<file path="src/rtl/core/i2cmt_pkg.sv">
`default_nettype none

package i2cmt_pkg;

  localparam int unsigned TX_DEPTH_DEF = 16;
  localparam int unsigned RX_DEPTH_DEF = 16;
  localparam int unsigned ADDR_W       = 7;
  localparam int unsigned LEVEL_W      = 4;

  typedef enum logic [1:0] {
    OP_PUSH   = 2'd0,
    OP_POP    = 2'd1,
    OP_START  = 2'd2,
    OP_STATUS = 2'd3
  } op_t;

  localparam logic [7:0] CTL_CONTINUE = 8'hC5;
  localparam logic [7:0] CTL_STOP     = 8'hD5;
  localparam logic [7:0] CTL_NACK     = 8'h85;
  localparam logic [7:0] CTL_START    = 8'hE5;

  localparam logic [7:0] ST_START        = 8'h08;
  localparam logic [7:0] ST_ADDR_ACK     = 8'h18;
  localparam logic [7:0] ST_ADDR_NACK    = 8'h20;
  localparam logic [7:0] ST_DATA_ACK     = 8'h28;
  localparam logic [7:0] ST_DATA_NACK    = 8'h30;
  localparam logic [7:0] ST_ARB_LOST     = 8'h38;
  localparam logic [7:0] ST_SLA_W        = 8'h60;
  localparam logic [7:0] ST_ARB_SLA_W    = 8'h70;
  localparam logic [7:0] ST_SR_DATA_ACK  = 8'h80;
  localparam logic [7:0] ST_SR_DATA_NACK = 8'h88;
  localparam logic [7:0] ST_GC_DATA_ACK  = 8'h90;
  localparam logic [7:0] ST_GC_DATA_NACK = 8'h98;

  typedef struct packed {
    op_t        operation;
    logic [7:0] tx_byte;
    logic [7:0] status_code;
    logic [7:0] bus_data;
    logic       stop_pending;
  } in_item_t;

  typedef struct packed {
    logic               control_valid;
    logic [7:0]         control_byte;
    logic               data_valid;
    logic [7:0]         data_byte;
    logic [7:0]         popped_byte;
    logic               busy_res;
    logic [LEVEL_W-1:0] tx_level;
    logic [LEVEL_W-1:0] rx_level;
  } out_item_t;

  typedef struct packed {
    logic push;
    logic pop_one;
    logic pop_two;
  } ring_ctl_t;

endpackage

`default_nettype wire

</file>
<file path="src/rtl/core/i2cmt_if.sv">
`default_nettype none

interface i2cmt_in_if;
  logic       valid;
  logic       ready;
  logic [1:0] operation;
  logic [7:0] tx_byte;
  logic [7:0] status_code;
  logic [7:0] bus_data;
  logic       stop_pending;

  modport source (output valid, operation, tx_byte, status_code, bus_data, stop_pending,
                  input ready);
  modport sink   (input valid, operation, tx_byte, status_code, bus_data, stop_pending,
                  output ready);
endinterface

interface i2cmt_out_if;
  logic                              valid;
  logic                              ready;
  logic                              control_valid;
  logic [7:0]                        control_byte;
  logic                              data_valid;
  logic [7:0]                        data_byte;
  logic [7:0]                        popped_byte;
  logic                              busy_res;
  logic [i2cmt_pkg::LEVEL_W-1:0]     tx_level;
  logic [i2cmt_pkg::LEVEL_W-1:0]     rx_level;

  modport source (output valid, control_valid, control_byte, data_valid, data_byte,
                  popped_byte, busy_res, tx_level, rx_level,
                  input ready);
  modport sink   (input valid, control_valid, control_byte, data_valid, data_byte,
                  popped_byte, busy_res, tx_level, rx_level,
                  output ready);
endinterface

interface i2cmt_cfg_if;
  logic                         valid;
  logic                         ready;
  logic [i2cmt_pkg::ADDR_W-1:0] data;

  modport source (output valid, data, input ready);
  modport sink   (input valid, data, output ready);
endinterface

`default_nettype wire

</file>
<file path="src/rtl/core/i2c_master_tx_slave_rx_engine.sv">
// Two-wire bus engine: master transmitter with a slave receiver.
// in_ch carries one command beat: push a transmit byte, pop a received byte,
// request a start, or hand over a controller status code with its data byte.
// out_ch returns exactly one result beat per command: control and data bytes
// to write to the controller, the popped byte, the busy flag and both ring
// levels after the command. cfg_ch writes the seven-bit target address; it
// is always ready. The user must see it is written only while the engine is
// idle; the engine does not enforce this. Throughput: one beat per cycle
// while out_ch does not stall; each beat updates the ring pointers and the
// busy flag once, in the single processing stage between the input register
// and the result register. Ring entries sit in RAMs read at the next tail
// pointer, with a forward path for a same-cycle write.
// Reset clears both ring pointers, the busy flag, the target address and
// both pipeline valids; ring contents stay undefined and need no clearing.
// When out_ch stalls the result register holds, the processing stage holds
// its beat, and if it has one, in_ch.ready drops until the result is taken.
`default_nettype none

module i2c_master_tx_slave_rx_engine #(
  parameter int unsigned TX_DEPTH = i2cmt_pkg::TX_DEPTH_DEF,
  parameter int unsigned RX_DEPTH = i2cmt_pkg::RX_DEPTH_DEF
) (
  input wire logic     clk,
  input wire logic     rst_n,
  i2cmt_in_if.sink     in_ch,
  i2cmt_out_if.source  out_ch,
  i2cmt_cfg_if.sink    cfg_ch
);

  localparam int unsigned TX_PW = $clog2(TX_DEPTH);
  localparam int unsigned RX_PW = $clog2(RX_DEPTH);

  logic [i2cmt_pkg::ADDR_W-1:0] addr_r;

  logic                  s1_valid_r, s1_valid_nxt;
  i2cmt_pkg::in_item_t   s1_r;
  logic                  out_valid_r, out_valid_nxt;
  i2cmt_pkg::out_item_t  out_r, res;
  logic                  busy_r, busy_nxt;
  logic                  adv, go;

  i2cmt_pkg::ring_ctl_t  tx_ctl, rx_ctl;
  logic [7:0]            tx_rd, rx_rd;
  logic [TX_PW-1:0]      tx_lvl, tx_lvl_nxt;
  logic [RX_PW-1:0]      rx_lvl, rx_lvl_nxt;

  assign cfg_ch.ready = 1'b1;
  assign adv          = !out_valid_r || out_ch.ready;
  assign go           = s1_valid_r && adv;
  assign in_ch.ready  = !s1_valid_r || adv;

  always_comb begin
    res      = '0;
    tx_ctl   = '0;
    rx_ctl   = '0;
    busy_nxt = busy_r;
    case (s1_r.operation)
      i2cmt_pkg::OP_PUSH: begin
        tx_ctl.push = 1'b1;
      end
      i2cmt_pkg::OP_POP: begin
        rx_ctl.pop_one  = 1'b1;
        res.popped_byte = rx_rd;
      end
      i2cmt_pkg::OP_START: begin
        if (!busy_r && !s1_r.stop_pending) begin
          busy_nxt          = 1'b1;
          res.control_valid = 1'b1;
          res.control_byte  = i2cmt_pkg::CTL_START;
        end
      end
      i2cmt_pkg::OP_STATUS: begin
        res.control_valid = 1'b1;
        case (s1_r.status_code)
          i2cmt_pkg::ST_START: begin
            res.data_valid   = 1'b1;
            res.data_byte    = {addr_r, 1'b0};
            res.control_byte = i2cmt_pkg::CTL_CONTINUE;
          end
          i2cmt_pkg::ST_ADDR_ACK, i2cmt_pkg::ST_DATA_ACK: begin
            if (tx_lvl != '0) begin
              tx_ctl.pop_one   = 1'b1;
              res.data_valid   = 1'b1;
              res.data_byte    = tx_rd;
              res.control_byte = i2cmt_pkg::CTL_CONTINUE;
            end else begin
              busy_nxt         = 1'b0;
              res.control_byte = i2cmt_pkg::CTL_STOP;
            end
          end
          i2cmt_pkg::ST_ADDR_NACK: begin
            if (tx_lvl > TX_PW'(1)) begin
              tx_ctl.pop_one = tx_lvl[0];
              tx_ctl.pop_two = !tx_lvl[0];
            end
            busy_nxt         = 1'b0;
            res.control_byte = i2cmt_pkg::CTL_STOP;
          end
          i2cmt_pkg::ST_DATA_NACK: begin
            tx_ctl.pop_one   = tx_lvl[0];
            busy_nxt         = 1'b0;
            res.control_byte = i2cmt_pkg::CTL_STOP;
          end
          i2cmt_pkg::ST_ARB_LOST: begin
            busy_nxt         = 1'b0;
            res.control_byte = i2cmt_pkg::CTL_CONTINUE;
          end
          i2cmt_pkg::ST_SLA_W, i2cmt_pkg::ST_ARB_SLA_W: begin
            res.control_byte = i2cmt_pkg::CTL_CONTINUE;
          end
          i2cmt_pkg::ST_SR_DATA_ACK, i2cmt_pkg::ST_GC_DATA_ACK: begin
            rx_ctl.push      = 1'b1;
            res.control_byte = i2cmt_pkg::CTL_NACK;
          end
          i2cmt_pkg::ST_SR_DATA_NACK, i2cmt_pkg::ST_GC_DATA_NACK: begin
            rx_ctl.push      = 1'b1;
            res.control_byte = i2cmt_pkg::CTL_CONTINUE;
          end
          default: begin
            busy_nxt         = 1'b0;
            res.control_byte = i2cmt_pkg::CTL_STOP;
          end
        endcase
      end
      default: begin
      end
    endcase
    if (!go) begin
      tx_ctl   = '0;
      rx_ctl   = '0;
      busy_nxt = busy_r;
    end
    res.busy_res = busy_nxt;
    res.tx_level = i2cmt_pkg::LEVEL_W'(tx_lvl_nxt);
    res.rx_level = i2cmt_pkg::LEVEL_W'(rx_lvl_nxt);
  end

  always_comb begin
    s1_valid_nxt = s1_valid_r;
    if (in_ch.ready) begin
      s1_valid_nxt = in_ch.valid;
    end
    out_valid_nxt = out_valid_r;
    if (go) begin
      out_valid_nxt = 1'b1;
    end else if (out_ch.ready) begin
      out_valid_nxt = 1'b0;
    end
  end

  always_ff @(posedge clk) begin
    if (!rst_n) begin
      addr_r      <= '0;
      s1_valid_r  <= 1'b0;
      out_valid_r <= 1'b0;
      busy_r      <= 1'b0;
    end else begin
      if (cfg_ch.valid) begin
        addr_r <= cfg_ch.data;
      end
      s1_valid_r  <= s1_valid_nxt;
      out_valid_r <= out_valid_nxt;
      busy_r      <= busy_nxt;
    end
    if (in_ch.valid && in_ch.ready) begin
      s1_r.operation    <= i2cmt_pkg::op_t'(in_ch.operation);
      s1_r.tx_byte      <= in_ch.tx_byte;
      s1_r.status_code  <= in_ch.status_code;
      s1_r.bus_data     <= in_ch.bus_data;
      s1_r.stop_pending <= in_ch.stop_pending;
    end
    if (go) begin
      out_r <= res;
    end
  end

  i2cmt_ring #(
    .DEPTH (TX_DEPTH)
  ) u_tx_ring (
    .clk       (clk),
    .rst_n     (rst_n),
    .ctl       (tx_ctl),
    .wdata     (s1_r.tx_byte),
    .rd_data   (tx_rd),
    .level     (tx_lvl),
    .level_nxt (tx_lvl_nxt)
  );

  i2cmt_ring #(
    .DEPTH (RX_DEPTH)
  ) u_rx_ring (
    .clk       (clk),
    .rst_n     (rst_n),
    .ctl       (rx_ctl),
    .wdata     (s1_r.bus_data),
    .rd_data   (rx_rd),
    .level     (rx_lvl),
    .level_nxt (rx_lvl_nxt)
  );

  assign out_ch.valid         = out_valid_r;
  assign out_ch.control_valid = out_r.control_valid;
  assign out_ch.control_byte  = out_r.control_byte;
  assign out_ch.data_valid    = out_r.data_valid;
  assign out_ch.data_byte     = out_r.data_byte;
  assign out_ch.popped_byte   = out_r.popped_byte;
  assign out_ch.busy_res      = out_r.busy_res;
  assign out_ch.tx_level      = out_r.tx_level;
  assign out_ch.rx_level      = out_r.rx_level;

  a_no_overwrite: assert property (@(posedge clk) disable iff (!rst_n)
    out_valid_r && !out_ch.ready |-> !go)
    else $error("result register overwritten while stalled");

  a_data_has_ctl: assert property (@(posedge clk) disable iff (!rst_n)
    out_valid_r && out_r.data_valid |-> out_r.control_valid)
    else $error("data write without control write");

  a_start_refused: assert property (@(posedge clk) disable iff (!rst_n)
    go && (s1_r.operation == i2cmt_pkg::OP_START) && busy_r |=> !out_r.control_valid)
    else $error("start granted while busy");

  a_busy_from_start: assert property (@(posedge clk) disable iff (!rst_n)
    $rose(busy_r) |-> $past(go) && ($past(s1_r.operation) == i2cmt_pkg::OP_START))
    else $error("busy set without a start request");

  a_busy_reported: assert property (@(posedge clk) disable iff (!rst_n)
    go |=> out_r.busy_res == busy_r)
    else $error("reported busy flag differs from state");

  a_rx_level_on_push: assert property (@(posedge clk) disable iff (!rst_n)
    go && (s1_r.operation == i2cmt_pkg::OP_PUSH) |=>
      out_r.rx_level == i2cmt_pkg::LEVEL_W'($past(rx_lvl)))
    else $error("receive level moved on a transmit push");

endmodule

`default_nettype wire

</file>
<file path="src/rtl/core/i2cmt_ram.sv">
`default_nettype none

module i2cmt_ram #(
  parameter int unsigned WIDTH = 8,
  parameter int unsigned DEPTH = 16
) (
  input  wire logic                     clk,
  input  wire logic                     we,
  input  wire logic [$clog2(DEPTH)-1:0] waddr,
  input  wire logic [WIDTH-1:0]         wdata,
  input  wire logic [$clog2(DEPTH)-1:0] raddr,
  output logic      [WIDTH-1:0]         rdata
);

  logic [WIDTH-1:0] mem [DEPTH];

  always_ff @(posedge clk) begin
    if (we) begin
      mem[waddr] <= wdata;
    end
    rdata <= mem[raddr];
  end

endmodule

`default_nettype wire

</file>
<file path="src/rtl/core/i2cmt_ring.sv">
`default_nettype none

module i2cmt_ring #(
  parameter int unsigned DEPTH = i2cmt_pkg::TX_DEPTH_DEF
) (
  input  wire logic                     clk,
  input  wire logic                     rst_n,
  input  wire i2cmt_pkg::ring_ctl_t     ctl,
  input  wire logic [7:0]               wdata,
  output logic      [7:0]               rd_data,
  output logic      [$clog2(DEPTH)-1:0] level,
  output logic      [$clog2(DEPTH)-1:0] level_nxt
);

  localparam int unsigned PW = $clog2(DEPTH);

  logic [PW-1:0] head_r, head_nxt;
  logic [PW-1:0] tail_r, tail_nxt;
  logic [PW-1:0] tail_one, tail_two;
  logic          byp_r, byp_nxt;
  logic [7:0]    byp_data_r;
  logic [7:0]    ram_q;

  function automatic logic [PW-1:0] ptr_next(input logic [PW-1:0] idx);
    return (idx == PW'(DEPTH - 1)) ? '0 : idx + 1'b1;
  endfunction

  function automatic logic [PW-1:0] ring_level(input logic [PW-1:0] h,
                                               input logic [PW-1:0] t);
    logic [PW:0] diff;
    diff = {1'b0, h} - {1'b0, t};
    return diff[PW] ? diff[PW-1:0] + PW'(DEPTH) : diff[PW-1:0];
  endfunction

  always_comb begin
    tail_one = ptr_next(tail_r);
    tail_two = ptr_next(tail_one);
    head_nxt = ctl.push ? ptr_next(head_r) : head_r;
    if (ctl.pop_two) begin
      tail_nxt = tail_two;
    end else if (ctl.pop_one) begin
      tail_nxt = tail_one;
    end else begin
      tail_nxt = tail_r;
    end
    byp_nxt   = ctl.push && (head_r == tail_nxt);
    level     = ring_level(head_r, tail_r);
    level_nxt = ring_level(head_nxt, tail_nxt);
    rd_data   = byp_r ? byp_data_r : ram_q;
  end

  always_ff @(posedge clk) begin
    if (!rst_n) begin
      head_r <= '0;
      tail_r <= '0;
      byp_r  <= 1'b0;
    end else begin
      head_r <= head_nxt;
      tail_r <= tail_nxt;
      byp_r  <= byp_nxt;
    end
    byp_data_r <= wdata;
  end

  i2cmt_ram #(
    .WIDTH (8),
    .DEPTH (DEPTH)
  ) u_ram (
    .clk   (clk),
    .we    (ctl.push),
    .waddr (head_r),
    .wdata (wdata),
    .raddr (tail_nxt),
    .rdata (ram_q)
  );

endmodule

`default_nettype wire

</file>
<file path="src/flat_wrapper.sv">
// flat-port wrapper written by rule: the top's interface ports become plain ports
module i2c_master_tx_slave_rx_engine_flat 
#(
  parameter int unsigned TX_DEPTH = i2cmt_pkg::TX_DEPTH_DEF,
  parameter int unsigned RX_DEPTH = i2cmt_pkg::RX_DEPTH_DEF
)
  (clk, rst_n, in_ch_valid, in_ch_operation, in_ch_tx_byte, in_ch_status_code, in_ch_bus_data, in_ch_stop_pending, in_ch_ready, out_ch_valid, out_ch_control_valid, out_ch_control_byte, out_ch_data_valid, out_ch_data_byte, out_ch_popped_byte, out_ch_busy_res, out_ch_tx_level, out_ch_rx_level, out_ch_ready, cfg_ch_valid, cfg_ch_data, cfg_ch_ready);
  i2cmt_in_if in_ch_i ();
  i2cmt_out_if out_ch_i ();
  i2cmt_cfg_if cfg_ch_i ();
  input wire logic clk;
  input wire logic rst_n;
  input wire logic [$bits(in_ch_i.valid)-1:0] in_ch_valid;
  input wire logic [$bits(in_ch_i.operation)-1:0] in_ch_operation;
  input wire logic [$bits(in_ch_i.tx_byte)-1:0] in_ch_tx_byte;
  input wire logic [$bits(in_ch_i.status_code)-1:0] in_ch_status_code;
  input wire logic [$bits(in_ch_i.bus_data)-1:0] in_ch_bus_data;
  input wire logic [$bits(in_ch_i.stop_pending)-1:0] in_ch_stop_pending;
  output wire logic [$bits(in_ch_i.ready)-1:0] in_ch_ready;
  output wire logic [$bits(out_ch_i.valid)-1:0] out_ch_valid;
  output wire logic [$bits(out_ch_i.control_valid)-1:0] out_ch_control_valid;
  output wire logic [$bits(out_ch_i.control_byte)-1:0] out_ch_control_byte;
  output wire logic [$bits(out_ch_i.data_valid)-1:0] out_ch_data_valid;
  output wire logic [$bits(out_ch_i.data_byte)-1:0] out_ch_data_byte;
  output wire logic [$bits(out_ch_i.popped_byte)-1:0] out_ch_popped_byte;
  output wire logic [$bits(out_ch_i.busy_res)-1:0] out_ch_busy_res;
  output wire logic [$bits(out_ch_i.tx_level)-1:0] out_ch_tx_level;
  output wire logic [$bits(out_ch_i.rx_level)-1:0] out_ch_rx_level;
  input wire logic [$bits(out_ch_i.ready)-1:0] out_ch_ready;
  input wire logic [$bits(cfg_ch_i.valid)-1:0] cfg_ch_valid;
  input wire logic [$bits(cfg_ch_i.data)-1:0] cfg_ch_data;
  output wire logic [$bits(cfg_ch_i.ready)-1:0] cfg_ch_ready;
  assign in_ch_i.valid = in_ch_valid;
  assign in_ch_i.operation = in_ch_operation;
  assign in_ch_i.tx_byte = in_ch_tx_byte;
  assign in_ch_i.status_code = in_ch_status_code;
  assign in_ch_i.bus_data = in_ch_bus_data;
  assign in_ch_i.stop_pending = in_ch_stop_pending;
  assign in_ch_ready = in_ch_i.ready;
  assign out_ch_valid = out_ch_i.valid;
  assign out_ch_control_valid = out_ch_i.control_valid;
  assign out_ch_control_byte = out_ch_i.control_byte;
  assign out_ch_data_valid = out_ch_i.data_valid;
  assign out_ch_data_byte = out_ch_i.data_byte;
  assign out_ch_popped_byte = out_ch_i.popped_byte;
  assign out_ch_busy_res = out_ch_i.busy_res;
  assign out_ch_tx_level = out_ch_i.tx_level;
  assign out_ch_rx_level = out_ch_i.rx_level;
  assign out_ch_i.ready = out_ch_ready;
  assign cfg_ch_i.valid = cfg_ch_valid;
  assign cfg_ch_i.data = cfg_ch_data;
  assign cfg_ch_ready = cfg_ch_i.ready;
  i2c_master_tx_slave_rx_engine #(.TX_DEPTH(TX_DEPTH), .RX_DEPTH(RX_DEPTH)) u_core (.clk(clk), .rst_n(rst_n), .in_ch(in_ch_i), .out_ch(out_ch_i), .cfg_ch(cfg_ch_i));
endmodule
</file>
<file path="config.mk">
export PLATFORM = sky130hd
export DESIGN_NAME = i2c_master_tx_slave_rx_engine_flat
export DESIGN_NICKNAME = d
export VERILOG_FILES = /design/src/rtl/core/i2cmt_pkg.sv /design/src/rtl/core/i2cmt_if.sv /design/src/rtl/core/i2c_master_tx_slave_rx_engine.sv /design/src/rtl/core/i2cmt_ram.sv /design/src/rtl/core/i2cmt_ring.sv /design/src/flat_wrapper.sv
export SDC_FILE = /design/constraint.sdc
export NUM_CORES = 1
export LEC_CHECK = 0
export BUFFER_PORTS_ARGS = -buffer_cell sky130_fd_sc_hd__buf_2
export CORE_MARGIN = 2
export CORE_UTILIZATION = 45
export CTS_CLUSTER_SIZE = 25
export DETAILED_ROUTE_END_ITERATION = 8
export SETUP_SLACK_MARGIN = 0.3
export SLEW_MARGIN = 0
export SYNTH_ARGS = -nofsm -noshare
export SYNTH_HDL_FRONTEND = slang
export SYNTH_SLANG_ARGS = --single-unit
</file>
<file path="constraint.sdc">
create_clock -name clk -period 4.4 [get_ports clk]
set_input_delay 0 -clock clk [delete_from_list [all_inputs] [get_ports clk]]
set_output_delay 0 -clock clk [all_outputs]
set_load 0.01 [all_outputs]
</file>
After elaboration in Yosys (flattened, before gate mapping)
Memory sizes are Yosys's and may differ from the RTL's. A register that Yosys moved wholly into a read port is not among the register bits.
Cells that the tools add are included.
{"block": "totals", "reg_bits": 106, "in_bits": 39, "mem_count": 2, "ram_bits": 256, "elab_cells": 122, "out_inout_bits": 38}
{"memory": "u_core.u_rx_ring.u_ram.mem", "depth": 16, "word_bits": 8, "read_ports": 1, "rd_clocked_by_memory_dff": 1, "wr": 1, "line_no": "i2cmt_ram.sv:15", "source": "logic [WIDTH-1:0] mem [DEPTH];"}
{"memory": "u_core.u_tx_ring.u_ram.mem", "depth": 16, "word_bits": 8, "read_ports": 1, "rd_clocked_by_memory_dff": 1, "wr": 1, "line_no": "i2cmt_ram.sv:15"}
{"block": "op_classes", "eq_ne": 23, "add_sub_neg": 9, "order_cmp": 1, "muxes": 42, "reduce_logical": 20}
{"op": "$mux 4", "count": 12}
{"op": "$pmux 9 s2", "count": 2}
{"op": "$eq 8x6->1 const B", "count": 4}
{"op": "$eq 8x8->1 const B", "count": 4}
{"op": "$add 4x1->4 const B", "count": 6}
{"op": "$eq 4x4->1 const B", "count": 6}
{"op": "$pmux 8 s3", "count": 1}
{"op": "$mux 9", "count": 2}
{"op": "$eq 8x7->1 const B", "count": 2}
{"op": "$mux 8", "count": 2}
{"op": "$mux 1", "count": 15}
{"op": "$sub 4x4->4", "count": 3}
{"op": "$eq 4x4->1", "count": 2}
{"op": "$eq 8x4->1 const B", "count": 1}
{"op": "$eq 8x5->1 const B", "count": 1}
{"op": "$reduce_or 7->1", "count": 1}
{"op": "$mux 3", "count": 2}
{"op": "$reduce_or 6->1", "count": 1}
{"op": "$logic_and 1x1->1", "count": 5}
{"op": "$logic_not 1->1", "count": 5}
{"op": "$mux 5", "count": 1}
{"op": "$eq 2x2->1 const B", "count": 2}
{"op": "$gt 4x1->1 const B", "count": 1}
{"op": "$mux 2", "count": 2}
{"op": "9 further kinds", "count": 12}

Longest topological paths before layout
{"block": "depth", "depth_word": 10, "ltp_mapped": 16, "depth_no_buf": 15}

Cells and area by module
Synthesis repeated with hierarchy kept, for this count alone.
{"block": "hier_totals", "hier_cells": 851, "area_unflattened_um2": 15029.4}
{"module": "i2cmt_ram", "instances": 2, "area_each_um2": 5147.4, "cells_each": 229}
{"module": "i2c_master_tx_slave_rx_engine", "instances": 1, "area_each_um2": 2565.0, "cells_each": 165}
{"module": "i2cmt_ring", "instances": 2, "area_each_um2": 1084.8, "cells_each": 114}

Worst setup path before layout
OpenSTA, ideal clock, no wires.
{"block": "synth_timing", "path_type": "register -> register", "from": "reg u_core.u_tx_ring.tail_r[2]", "to": "reg u_core.out_r (netlist bit u_core.out_ch.tx_level[3]) (data pin)", "t_required_ns": 4.140, "arrival_time_ns": 3.435, "setup_time_ns": 0.260, "synth_period_minus_slack_ns": 3.696, "stages_incl_launch_ff": 14, "setup_slack_ns": 0.704, "path_cell_list": "dfxtp_1 > inv_1 > ha_1 > and3b_1 > or3_1 > a211oi_2 > o21ai_1 > and2_1 > a211oi_4 > inv_4 > ha_1 > maj3_2 > maj3_2 > xnor2_1"}
{"element": "start, declared", "line_no": "i2cmt_ring.sv:18", "source": "logic [PW-1:0] tail_r, tail_nxt;"}
{"element": "start signal, assigned", "line_no": "i2cmt_ring.sv:59", "source": "tail_r <= tail_nxt;"}
{"element": "end signal, assigned", "line_no": "i2c_master_tx_slave_rx_engine.sv:173", "source": "out_r <= res;"}
{"element": "end, declared", "line_no": "i2c_master_tx_slave_rx_engine.sv:38", "source": "i2cmt_pkg::out_item_t out_r, res;"}

==> flow_summary.yaml <==
clock_network:
  ctsLongestPathBuffers: 3
  clk_pin_slew_ns: 0.06
  cts.sinks: 373
  cts_tree: "yes"
  clock_latency_ns: 0.56
  cts_setup_buffers: 0
  clockRootBuffer: "clkbuf_16"
  cts_buffers: 40
  htreeDepth: 2
route:
  drtIter0Drc: 653
  routedWlPerCell_microns: 19.2
  via_count: 8887
  ant_nets: 0
  viasPerCell: 5.28
  drt-total-wl_microns: 32300
  drcViolationCount: 0
  dr.pass1.iters: 5
timing:
  setup_tns_ns: 0
  worst_pin_slew_ns: 1.01
  finalHoldViolCount: 0
  layout_setup_ws_ns: 0.479
  fmax_mhz: 255
  skew_ns: 0.0268
  slew_viol_final: 0
  period_minus_slack_ns: 3.92
  setup_viol: 0
  min_period_over_period: 0.891
  maxSlewHeadroom: 0.324
  rsz0062_at_grt: "false"
synthesis:
  async_flop_share: 0
  synth_fa_ha_area_frac: 0.0199
  syn_avg_cell_area_sq_um: 14.1
  synth_xor_area_frac: 0.0156
  synth.top_cell.area_share: 0.622
  netlist_top_cells_count: "313 x edfxtp_1, 150 x nand2_1, 85 x mux2i_1, 71 x nor2_1, 60 x dfxtp_1"
  synthMuxAreaShare: 0.0623
  synth.most_common_cell: "edfxtp_1"
  synthSimpleGateAreaFrac: 0.110
  synthTopCellsByArea: "edfxtp_1 62%, dfxtp_1 7.9%, mux2i_1 5.6%"
  synth_compound_area_frac: 0.0637
  synthFlopType: "edfxtp_1"
  ys_types: 65
  postSynthCellCount: 1071
  synth_top_family_by_area: "simple AND/OR/NAND/NOR gates"
  synth_area_leader_cell: "edfxtp_1"
  synth_edf_count: 313
  synth-seq-area-share: 0.701
  syn-cell-area_sq_um: 15100
  yosysWarnings: 0
  synth_seq_cells: 373
worst_setup_path:
  reg2reg_from: "u_core.u_tx_ring.tail_r[2]$_SDFF_PN0_"
  cp.required_ns: 4.68
  cp_max_fo: 12
  crit_path_start_kind: "register"
  r2r_setup_slack_ns: 0.48
  r2r.worst_path.cells: 14
  endpoint_kind: "register"
  crit_type: "reg -> reg"
  arrival_ns: 4.21
  r2r-end: "u_core.out_ch.tx_level[3]$_DFFE_PP_"
floorplan:
  ios: 77
  dieArea_sq_um: 35100
  start_util: 0.454
  coreArea_sq_um: 33300
  fp.dieH_microns: 187
  die_w_microns: 187
  rows: 67
pwr:
  clkPwrFrac: 0.450
  pwr-share-comb: 0.029
  intPower_w: 0.00601
  p_leak_nw: 6.08
  sequentialPowerShare: 0.521
  power_switching_w: 0.00154
  netSwitchingFraction: 0.204
  vdd.ir_drop.worst_v: 0.000335
  pwr_density_cell_nw_per_um2: 425
cells_and_area:
  num-fill-cells: 2757
  final-seq-area_sq_um: 10600
  nNetsFinal: 1262
  antenna_cells: 0
  area_delta_synth_final_pct: 17.7
  multi_input_area_sq_um: 4150
  drive_above_1_share: 0.161
worst_hold_path:
  whs_endpoint: "u_core.s1_r[3]$_DFFE_PP_"
  hold_class: "in -> reg"
  worst_hold_startpoint: "in_ch_bus_data[2]"
  hold_depth: 2
global_route:
  grt_pass1_vias: 8864
  grt_first_pass_wirelength_microns: 50300
  grt.total_usage: 0.185
  grt.overflow.total: 0
  grt_antenna_before_repair: 1
  grt_max_degree: 67
placed_design:
  place.gp.congestion: 0.768
  port_buffers: 73
  pre_cts_slack_ns: 0.355
  place_hpwl_microns: 20800
outcome:
  status: "finished clean"
flow_run:
  maxCapViolCount: 0
[state kept, by name, summed over array words and instances (netlist names)]
name                          flops
u_core.s1_valid_r                 1
u_core.u_rx_ring.tail_r           4
u_core.u_tx_ring.tail_r           4
u_core.u_rx_ring.u_ram.mem      128
u_core.s1_r                      27
u_core.busy_r                     1
u_core.out_ch.busy_res            1
u_core.addr_r                     7
u_core.u_tx_ring.u_ram.rdata      8
u_core.u_tx_ring.head_r           4
u_core.u_rx_ring.byp_r            1
u_core.u_tx_ring.byp_data_r       8
u_core.u_rx_ring.head_r           4
u_core.u_tx_ring.byp_r            1
u_core.out_ch.valid               1
u_core.out_ch.rx_level            4
u_core.u_rx_ring.u_ram.rdata      8
u_core.out_ch.control_byte        4
u_core.out_ch.popped_byte         8
u_core.out_ch.data_byte           8
u_core.u_tx_ring.u_ram.mem      128
u_core.u_rx_ring.byp_data_r       8
u_core.out_ch.data_valid          1
u_core.out_ch.tx_level            4
[kinds of logic after synthesis]
family                   count (synthesis)
AND/OR/NAND/NOR                        345
multiplexers                            93
buffers and inverters                   80
other                                    2
AO/OA/AOI/OAI                          129
adder cells (fa/ha/maj)                 23
flip-flops                             373
XOR/XNOR                                26
[cell usage in the layout (no fill, tap or decap), types with 11 or more instances in the layout]
cell,instances
nor3_1,15
nor2_1,71
clkbuf_1,11
dfxtp_1,57
a311oi_1,24
a31oi_1,11
mux2i_1,83
dlygate4sd3_1,45
a22oi_1,40
a21oi_1,18
nand3_1,35
ha_1,19
clkbuf_16,41
buf_2,73
buf_4,24
and3_1,20
edfxtp_1,313
inv_1,21
xnor2_1,19
nand2_1,150
[critical path, cell delays in order (launching register included)]
cell and delay [ns]:
dfxtp_2 0.37, inv_1 0.09, ha_1 0.33, and3b_1 0.19, or3_1 0.38, a211oi_2 0.26
buf_6 0.20, o21ai_1 0.16, and2_1 0.24, a211oi_4 0.37, inv_4 0.10, ha_1 0.21
maj3_2 0.31, maj3_2 0.31, xnor2_1 0.13
[through the flow]
step                cell area, sq um  instances  utilization  power (W)  hold WS [ns]
finish                         17800       1682        0.535    0.00756         0.170
global route                   17800       1682        0.535    0.00780         0.161
CTS                            17800       1682        0.534    0.00764         0.140
detailed placement             16000       1563        0.480    0.00420         0.179
global placement               16000       1563        0.480    0.00420         0.177
floorplan                      15100       1072            -    0.00411        0.0989
[power groups by stage]
stage | Clock, W | Sequential, W | Combinational, W
finish | 0.00340 | 0.00394 | 0.000219
global route | 0.00361 | 0.00395 | 0.000240
CTS | 0.00348 | 0.00394 | 0.000219
detailed placement | 0 | 0.00402 | 0.000185
global placement | 0 | 0.00401 | 0.000184
floorplan | 0 | 0.00399 | 0.000113
[worst max path at each step]
| stage | from | to | slack, ns | cells after the start |
|---|---|---|---|---|
| after floorplan | u_core.u_tx_ring.tail_r[2]$_SDFF_PN0_ | u_core.out_ch.tx_level[3]$_DFFE_PP_ | 0.70 | 13 |
| after global placement | u_core.u_tx_ring.head_r[2]$_SDFF_PN0_ | u_core.out_ch.tx_level[3]$_DFFE_PP_ | 0.50 | 13 |
| after detailed placement | u_core.u_tx_ring.head_r[2]$_SDFF_PN0_ | u_core.out_ch.tx_level[3]$_DFFE_PP_ | 0.36 | 13 |
| after CTS | u_core.u_tx_ring.head_r[2]$_SDFF_PN0_ | u_core.out_ch.tx_level[3]$_DFFE_PP_ | 0.30 | 13 |
| after global routing | u_core.u_tx_ring.tail_r[1]$_SDFF_PN0_ | u_core.out_ch.tx_level[3]$_DFFE_PP_ | 0.32 | 14 |
| final | u_core.u_tx_ring.tail_r[2]$_SDFF_PN0_ | u_core.out_ch.tx_level[3]$_DFFE_PP_ | 0.48 | 14 |
[final cells by class]
class	instances	share of cell area
sequential	373	0.596
clock inverter	21	0.0148
clock buffer	53	0.0608
multi-input combinational	619	0.233
timing repair buffer	145	0.0589
inverter	23	0.00499
tap	448	0.0315
[repair_timing]
item / in CTS / in global routing
endpoints found under the hold margin: 44 / 0
setup endpoints to repair: 0 / 2
hold buffers: 45 / 0
resized for setup: 0 / 5
[per-layer routing]
metal / track usage / routed length, microns / vias up
li1: - / - / 4252
met1: 0.256 / 14900 / 4355
met2: 0.299 / 15200 / 239
met3: 0.0328 / 1630 / 41
met4: 0.0565 / 663 / 0
met5: 0 / 0 / -
(Power assumes the default switching activity.)
